==> config.mk <==
export PLATFORM = sky130hd
export DESIGN_NAME = ishi_lerp
export DESIGN_NICKNAME = d
export VERILOG_FILES = /design/src/rtl/ishi_pkg.sv /design/src/rtl/ishi_lerp.sv
export SDC_FILE = /design/constraint.sdc
export NUM_CORES = 1
export LEC_CHECK = 0
export ABC_CLOCK_PERIOD_IN_PS = 18080
export BUFFER_PORTS_ARGS = -buffer_cell sky130_fd_sc_hd__clkbuf_2
export CORE_UTILIZATION = 55
export CTS_BUF_LIST = sky130_fd_sc_hd__clkbuf_4 sky130_fd_sc_hd__clkbuf_8
export CTS_CLUSTER_SIZE = 12
export DETAILED_ROUTE_END_ITERATION = 8
export GPL_ROUTABILITY_DRIVEN = 0
export GPL_TIMING_DRIVEN = 0
export MAX_ROUTING_LAYER = met4
export PLACE_DENSITY = 0.74
export SLEW_MARGIN = 30
export SYNTH_ARGS = -nofsm -noshare
export SYNTH_HDL_FRONTEND = slang
export SYNTH_SLANG_ARGS = --single-unit
export TNS_END_PERCENT = 100
==> constraint.sdc <==
create_clock -name clk -period 18.08 [get_ports clk]
set_input_delay 3.616 -clock clk [delete_from_list [all_inputs] [get_ports clk]]
set_output_delay 3.616 -clock clk [all_outputs]
set_load 0.1 [all_outputs]
==> src/rtl/ishi_pkg.sv <==
// Shared types, codes and helpers for the IMU sample history interpolator.
// No dependencies; every other file imports this package.
package ishi_pkg;

  localparam int NCOMP     = 6;
  localparam int VAL_W     = 32;
  localparam int TIME_W    = 64;
  localparam int VEC_W     = NCOMP * VAL_W;
  localparam int LIM_W     = 31;
  localparam int CFG_IDX_W = 2;
  localparam int CFG_DAT_W = 32;
  localparam int MAG_W     = VAL_W + 1;
  localparam int STEP_W    = 6;
  localparam int COMP_W    = 3;

  localparam logic OP_INSERT = 1'b0;
  localparam logic OP_QUERY  = 1'b1;

  localparam logic [CFG_IDX_W-1:0] REG_RATE_LIMIT  = 2'd0;
  localparam logic [CFG_IDX_W-1:0] REG_ACCEL_LIMIT = 2'd1;

  localparam logic [LIM_W-1:0] RATE_LIMIT_RST  = 31'd983040;
  localparam logic [LIM_W-1:0] ACCEL_LIMIT_RST = 31'd5242880;

  typedef logic [TIME_W-1:0] stamp_t;
  typedef logic [VEC_W-1:0]  vec_t;

  typedef struct packed {
    stamp_t stamp;
    vec_t   vals;
  } entry_t;

  typedef struct packed {
    logic                    start;
    logic signed [VAL_W-1:0] a;
    logic signed [VAL_W-1:0] b;
    stamp_t                  dt;
    stamp_t                  span;
  } lerp_req_t;

  typedef struct packed {
    logic             done;
    logic [VAL_W-1:0] value;
  } lerp_rsp_t;

  typedef enum logic [3:0] {
    ST_IDLE,
    ST_SRCH,
    ST_SRCH_CMP,
    ST_POST,
    ST_SH_RD,
    ST_SH_WR,
    ST_INS_WR,
    ST_Q_EMIT,
    ST_Q_LAST,
    ST_Q_K,
    ST_Q_A,
    ST_LERP_GO,
    ST_LERP_WAIT
  } state_t;

  function automatic logic [VAL_W-1:0] clamp_comp(input logic [VAL_W-1:0] x,
                                                  input logic [LIM_W-1:0] lim);
    logic signed [VAL_W:0] xe;
    logic signed [VAL_W:0] le;
    logic signed [VAL_W:0] r;
    xe = {x[VAL_W-1], x};
    le = {2'b00, lim};
    r  = xe;
    if (xe > le) begin
      r = le;
    end else if (xe < -le) begin
      r = -le;
    end
    return r[VAL_W-1:0];
  endfunction

endpackage

==> src/rtl/ishi_lerp.sv <==
// Serial interpolation unit: a +/- floor(|b - a| * dt / span), one digit a cycle.
// Busy from start until the last digit is in; done then pulses. Uses ishi_pkg.
module ishi_lerp (
  input  logic                clk,
  input  logic                rst_n,
  input  ishi_pkg::lerp_req_t req,
  output ishi_pkg::lerp_rsp_t rsp
);
  import ishi_pkg::*;

  logic                    busy_r;
  logic                    done_r;
  logic [STEP_W-1:0]       step_r;
  logic [MAG_W-1:0]        mag_r;
  logic [MAG_W-1:0]        quo_r;
  stamp_t                  rem_r;
  stamp_t                  dt_r;
  stamp_t                  span_r;
  logic                    neg_r;
  logic [VAL_W-1:0]        a_r;

  logic signed [MAG_W-1:0] diff;
  logic [TIME_W+1:0]       sum;
  logic [TIME_W+1:0]       one_span;
  logic [TIME_W+1:0]       two_span;
  logic [TIME_W+1:0]       rem_full;
  logic [1:0]              digit;

  assign diff     = MAG_W'(req.b) - MAG_W'(req.a);
  assign one_span = {2'b00, span_r};
  assign two_span = {1'b0, span_r, 1'b0};
  assign sum      = {1'b0, rem_r, 1'b0} + ({2'b00, dt_r} & {(TIME_W+2){mag_r[MAG_W-1]}});

  always_comb begin
    if (sum >= two_span) begin
      digit    = 2'd2;
      rem_full = sum - two_span;
    end else if (sum >= one_span) begin
      digit    = 2'd1;
      rem_full = sum - one_span;
    end else begin
      digit    = 2'd0;
      rem_full = sum;
    end
  end

  always_ff @(posedge clk) begin
    if (!rst_n) begin
      busy_r <= 1'b0;
      done_r <= 1'b0;
      step_r <= '0;
    end else begin
      done_r <= busy_r && (step_r == STEP_W'(1));
      if (req.start) begin
        busy_r <= 1'b1;
        step_r <= STEP_W'(MAG_W);
      end else if (busy_r) begin
        step_r <= step_r - STEP_W'(1);
        if (step_r == STEP_W'(1)) begin
          busy_r <= 1'b0;
        end
      end
    end
  end

  always_ff @(posedge clk) begin
    if (req.start) begin
      neg_r  <= diff[MAG_W-1];
      mag_r  <= diff[MAG_W-1] ? MAG_W'(-diff) : MAG_W'(diff);
      quo_r  <= '0;
      rem_r  <= '0;
      dt_r   <= req.dt;
      span_r <= req.span;
      a_r    <= req.a;
    end else if (busy_r) begin
      mag_r <= {mag_r[MAG_W-2:0], 1'b0};
      quo_r <= {quo_r[MAG_W-2:0], 1'b0} + MAG_W'(digit);
      rem_r <= rem_full[TIME_W-1:0];
    end
  end

  assign rsp.done  = done_r;
  assign rsp.value = neg_r ? (a_r - quo_r[VAL_W-1:0]) : (a_r + quo_r[VAL_W-1:0]);

`ifndef NO_ASSERTIONS
  a_start_idle: assert property (@(posedge clk) disable iff (!rst_n)
    req.start |-> !busy_r) else $error("lerp started while busy");
  a_done_pulse: assert property (@(posedge clk) disable iff (!rst_n)
    done_r |=> !done_r) else $error("lerp done longer than one cycle");
  a_done_after: assert property (@(posedge clk) disable iff (!rst_n)
    done_r |-> $past(busy_r)) else $error("lerp done without work");
`endif

endmodule

==> flow_summary.yaml, run 1 <==
run_status:
  status: "finished, final reports clean"
synth:
  ys_ff_latch: 298
  synth_warnings: 0
  synth_nets: 3760
  yosys.area.top_type_share_pct: 21.3
  synth-edff-count: 194
  synth_top_family_by_area: "compound AO/OA/AOI/OAI gates"
  synth-xor-area-share_pct: 10.3
  synthArstFlopShare_pct: 0
  synth_compound_area_share_pct: 25.1
  seq_area_frac_synth_pct: 28.9
  synth_area_leaders: "edfxtp_1 (21%), ha_1 (12%), dfxtp_1 (7.6%), xnor2_1 (6.7%), a21oi_1 (6.3%)"
  netlist_area_mm2: 0.0274
  synth.area.mux_share_pct: 1.42
  yosys.area_share.adder_pct: 12.3
  syn-mean-instance-area_um2: 8.29
  syn_inst: 3300
  synth_simple_gate_area_share_pct: 17.2
  synth_common_cells: "a21oi_1 (342), nor2_1 (281), ha_1 (260), nand2_1 (253), xnor2_1 (208)"
  synthFlopType: "edfxtp_1"
  synth_largest_area_cell: "edfxtp_1"
  post-synth-top-count-cell: "a21oi_1"
  yosysUniqueCellTypes: 88
detailed_routing:
  wl_met2_mm: 38.0
  first_pass_iters: 8
  drt_iter0_drc: 2548
  drcViolationCount: 0
  num_vias: 26300
  post_drt_wl_per_cell_um: 20.4
  routed_wirelength_mm: 87.6
  wl_met1_mm: 36.3
  ant_nets: 0
  wl_met3_mm: 8.60
  top_layer: "met4"
  vias_per_cell: 6.14
finish:
  drive_above_1_share_pct: 10.8
  area_delta_synth_final_pct: 12.0
  nets: 4044
  fin_cells: 4293
place:
  pre_cts_slack_ns: 7.03
  dp_hpwl_mm: 67.3
  port_buffers: 227
  dp.cells: 4193
cts:
  cts_made_buffers: 53
  clockBufferDepth: 3
  cts_sinks: 298
  cts_resized: 0
  cts_root_buf: "clkbuf_8"
  tritoncts: "built"
  post_cts_buffers: 0
  hold_buffers: 0
  clkLatencyLatePin_ns: 0.70
  path_clk_slew_ns: 0.07
  htreeDepth: 2
flow_run:
  cap_violations: 0
worst_setup_path:
  endpoint_kind: "flop"
  critPathMaxFanout: 11
  worst_ep_required_time_ns: 18.61
  cp_slowest_cell: "clkbuf_1"
  cp_common_cell: "o21ai_0"
  critPathKind: "reg2reg"
  cp.arrival_ns: 12.03
  critPathLaunchType: "flop"
  cp_slowest_stage_delay_ns: 0.75
global_route:
  grt_pass1_wl_mm: 135
  grt-ovfl-total: 0
  grt_pass1_vias: 24600
  antenna_found_initial: 2
  grtUsageTotal_pct: 35.0
  grt_max_degree: 72
floorplanning:
  initial_core_util_pct: 55.8
  die_x_um: 225
  num_rows: 81
  pin_count: 228
  fp.dieH_um: 225
  core_mm2: 0.0491
  die_area_mm2: 0.0507
sta:
  slew_headroom_pct: 25.4
  setup_violations: 0
  worst_pin_slew_ns: 1.10
  maxSlewViolCount: 0
  timing.fmax_mhz: 87.0
  finalCritPeriodShare_pct: 63.6
  fin_crit_ns: 11.50
  hold_viol_final: 0
  skew_ns: 0.0675
  finalWorstSetupSlack_ns: 6.58
  rsz0062_at_grt: "false"
  tns_ns: 0
  fin_hold_ws_ns: 0.474
pwr:
  pwr_density_cell_mw_per_mm2: 159
  power_mw: 4.88
  peakVddDrop_v: 0.000269
  p_leak_nw: 13.5
worst_hold_path:
  hold_path_class: "reg2reg"
per-stage QoR:
step | util, % | cell area [um2]
after floorplan | - | 27400
after global placement | 59.8 | 29300
after detailed placement | 60.0 | 29400
after CTS | 62.5 | 30600
after global routing | 62.5 | 30600
final | 62.5 | 30600
registers in the layout, summed over array words and instances (netlist names):
signal	flops
quo_r	32
done_r	1
a_r	32
mag_r	33
neg_r	1
span_r	64
rem_r	64
dt_r	64
busy_r	1
step_r	6
critical path: cells and delay by family (launching register included):
family	cells	cell delay [ns]
AOI/OAI and AO/OA	13	4.40
and+or+nand+nor	11	3.00
buffers and inverters	6	2.49
adders and majority gates	3	0.96
DFF	1	0.32
xor gates and xnor gates	1	0.16
kinds of logic after synthesis:
family          after synthesis
compound gates             1072
fa+ha+maj                   265
mux                          38
xor+xnor                    323
simple gates                975
flops                       298
buf+inv                     329
report_power, final:
| group | internal [mW] | switching [mW] |
|---|---|---|
| logic | 1.08 | 2.17 |
| clock network | 0.428 | 0.322 |
| registers | 0.827 | 0.0558 |
metal layers:
layer,up-vias,track usage (%)
met5,-,-
met4,0,17.9
met3,293,6.23
met2,1294,53.3
met1,12100,44.5
li1,12600,-
cell type report:
class,instances,area (um2)
timing repair buffer,229,1200
fill,4522,18400
clock buffer,73,905
multi-input combinational,2673,18200
buffer,151,633
antenna,2,5.00
inverter,178,668
tap,664,831
sequential,298,7910
clock inverter,25,318
worst paths after layout:
| path | start | end | slack, ns | depth (start not counted) |
|---|---|---|---|---|
| setup / recovery | mag_r[32]$_DFFE_PP_ | quo_r[29]$_SDFFE_PP0P_ | 6.58 | 34 |
| hold / removal | rem_r[13]$_SDFFE_PP0P_ | rem_r[13]$_SDFFE_PP0P_ | 0.47 | 2 |
| setup reg to reg | mag_r[32]$_DFFE_PP_ | quo_r[29]$_SDFFE_PP0P_ | 6.58 | 34 |
| hold reg to reg | rem_r[13]$_SDFFE_PP0P_ | rem_r[13]$_SDFFE_PP0P_ | 0.47 | 2 |
placed cells by master (no fill, tap or decap), types with 9 or more instances in the layout:
master | Yosys | final
or3_1 | 14 | 14
and4_1 | 12 | 12
edfxtp_1 | 194 | 194
nand2_1 | 253 | 253
and2_1 | 83 | 83
o21a_1 | 40 | 40
nand3_1 | 64 | 64
o21bai_1 | 42 | 42
ha_1 | 260 | 260
nor3_1 | 54 | 54
o21ai_1 | 21 | 21
a211oi_1 | 44 | 44
o21ai_0 | 190 | 190
a31oi_1 | 37 | 37
clkbuf_4 | 0 | 16
nand4_1 | 49 | 49
buf_1 | 10 | 10
xnor2_1 | 208 | 208
a21o_1 | 143 | 143
mux2i_1 | 31 | 31
clkbuf_8 | 0 | 58
a21oi_1 | 342 | 342
and3_1 | 42 | 42
a41oi_1 | 10 | 10
a22o_1 | 10 | 10
nor4_1 | 27 | 27
dfxtp_1 | 104 | 104
o211ai_1 | 42 | 42
xor2_1 | 115 | 115
clkbuf_1 | 126 | 123
nand2b_1 | 34 | 34
nor2b_1 | 28 | 28
clkbuf_2 | 0 | 229
a21boi_0 | 16 | 16
inv_1 | 176 | 175
o22ai_1 | 9 | 9
nor2_1 | 281 | 281
o31ai_1 | 14 | 14
(Power assumes the default switching activity.)
==> run 2: changes to the inputs <==
- ABC_CLOCK_PERIOD_IN_PS: 18080 -> 10300
- PLACE_DENSITY: 0.74 -> 0.77
- clock period: 18.08 -> 10.3 ns (I/O delays scaled with it)
==> flow_summary.yaml, run 2 (synthesis gave the netlist of run 1 again) <==
worst_hold_path:
  hold_end: "rem_r[11]$_SDFFE_PP0P_"
  hold_path_class: "reg2reg"
  whs_path_depth: 2
  hp-start: "rem_r[11]$_SDFFE_PP0P_"
cts:
  cts_made_buffers: 56
  post_cts_buffers: 0
  cts_sinks: 298
  clkLatencyLatePin_ns: 0.70
  cts_root_buf: "clkbuf_8"
  tritoncts: "built"
  path_clk_slew_ns: 0.06
  clockBufferDepth: 3
  htreeDepth: 2
finish:
  utilization_pct: 62.8
  layout_common_cells: "a21oi_1 (342), nor2_1 (281), ha_1 (260)"
  drive_above_1_share_pct: 11.1
  area_delta_synth_final_pct: 12.6
  final_common_cell: "a21oi_1"
  seq_area_mm2: 0.00791
  multi_input_area_mm2: 0.0182
  nets: 4046
  reg_top3: "dt_r (64), rem_r (64), span_r (64)"
  design_area_mm2: 0.0308
  num-fill-cells: 4428
worst_setup_path:
  r2r-start: "mag_r[32]$_DFFE_PP_"
  worstSetupStartpoint: "mag_r[32]$_DFFE_PP_"
  cp.arrival_ns: 10.42
  ff2ff_path_depth: 35
  rrSetupSlack_ns: 0.42
  reg2reg_to: "quo_r[31]$_SDFFE_PP0P_"
  critPathKind: "reg2reg"
  cp_slowest_cell: "o41ai_2"
  cp_slowest_stage_delay_ns: 0.58
  endpoint_kind: "flop"
  worst_ep_required_time_ns: 10.83
  critPathLaunchType: "flop"
  critPathMaxFanout: 19
sta:
  skew_ns: 0.0493
  setup_violations: 0
  fin_crit_ns: 9.88
  slew_headroom_pct: 33.3
  hold_viol_final: 0
  rsz0062_at_grt: "false"
  maxSlewViolCount: 0
  fin_hold_ws_ns: 0.469
  finalCritPeriodShare_pct: 96.0
  worst_pin_slew_ns: 1.00
  timing.fmax_mhz: 101
global_route:
  antenna_found_initial: 3
  grtUsageTotal_pct: 34.8
  grt_pass1_vias: 24400
  grt-ovfl-total: 0
  grt_max_degree: 84
  grt_pass1_wl_mm: 133
detailed_routing:
  drcViolationCount: 0
  wl_met3_mm: 8.66
  routed_wirelength_mm: 87.5
  vias_per_cell: 6.16
  wl_met1_mm: 36.7
  num_vias: 26500
  first_pass_iters: 6
  post_drt_wl_per_cell_um: 20.3
  ant_nets: 0
  wl_met2_mm: 37.8
  top_layer: "met4"
  drt_iter0_drc: 2633
pwr:
  peakVddDrop_v: 0.000276
  p_leak_nw: 13.6
  power_mw: 8.65
  pwr_density_cell_mw_per_mm2: 281
floorplanning:
  die_x_um: 225
  fp.dieH_um: 225
  core_mm2: 0.0491
  num_rows: 81
  die_area_mm2: 0.0507
  initial_core_util_pct: 55.8
  pin_count: 228
flow_run:
  cap_violations: 0
run_status:
  status: "finished, final reports clean"
place:
  placed_area_mm2: 0.0294
  dp_hpwl_mm: 67.8
  port_buffers: 227
==> run 2: cell types whose count changed in the layout (fill, tap and decap cells not counted), moves of 2 or more <==
cell	change
o21ai_0	-2
diode_2	+2
clkbuf_1	-6
inv_6	+3
bufinv_16	+2
clkinv_2	+2
clkbuf_2	+3
o21ai_1	+2
clkbuf_8	+5
==> run 2: final cells by class <==
type                            count  area share [%]
Tap cell                          664            2.70
Sequential cell                   298            25.7
Clock inverter                     31            1.29
Buffer                            150            2.08
Multi-Input combinational cell   2673            59.1
Clock buffer                       75            3.09
Inverter                          178            2.17
Antenna cell                        4          0.0325
Timing Repair Buffer              229            3.89
==> run 2: per-layer routing <==
layer	track usage [%]	vias to the layer above
li1	-	12700
met1	44.8	12200
met2	52.3	1329
met3	7.25	282
met4	16.2	0
met5	-	-
==> run 2: worst max path at each step <==
stage / slack (ns) / end
global placement: -1.05 / quo_r[31]$_SDFFE_PP0P_
finish: 0.42 / quo_r[31]$_SDFFE_PP0P_
detailed placement: -0.65 / quo_r[31]$_SDFFE_PP0P_
global route: 0.03 / quo_r[29]$_SDFFE_PP0P_
CTS: 0.25 / quo_r[31]$_SDFFE_PP0P_
floorplan: 2.78 / quo_r[21]$_SDFFE_PP0P_
==> run 2: worst max-delay path: cells and delay by family (launching register included) <==
kind | cells | cell delay [ns]
compound gates | 11 | 3.36
simple gates | 13 | 2.91
buf+inv | 5 | 1.40
fa+ha+maj | 4 | 1.23
xor+xnor | 2 | 0.49
flops | 1 | 0.32
==> run 2: power breakdown <==
group / leakage (nW) / switching [mW] / internal, mW
clock network: 0.696 / 0.569 / 0.834
logic: 10.2 / 3.79 / 1.91
registers: 2.76 / 0.101 / 1.45
total: 13.6 / 4.46 / 4.19
==> run 2: timing repair <==
action	in CTS	in global routing
setup endpoints to repair	19	13
pin swaps	0	0
endpoints found under the hold margin	0	0
hold buffers	0	0
resized for setup	3	7
==> run 2: metrics by stage <==
stage          instances  setup TNS (ns)  setup WS [ns]
6_report            4302               0          0.416
3_5_place_dp        4193           -5.57         -0.651
4_1_cts             4298               0          0.250
5_1_grt             4301               0         0.0321
3_3_place_gp        4191          -15.17          -1.05
2_1_floorplan       3300               0           2.78
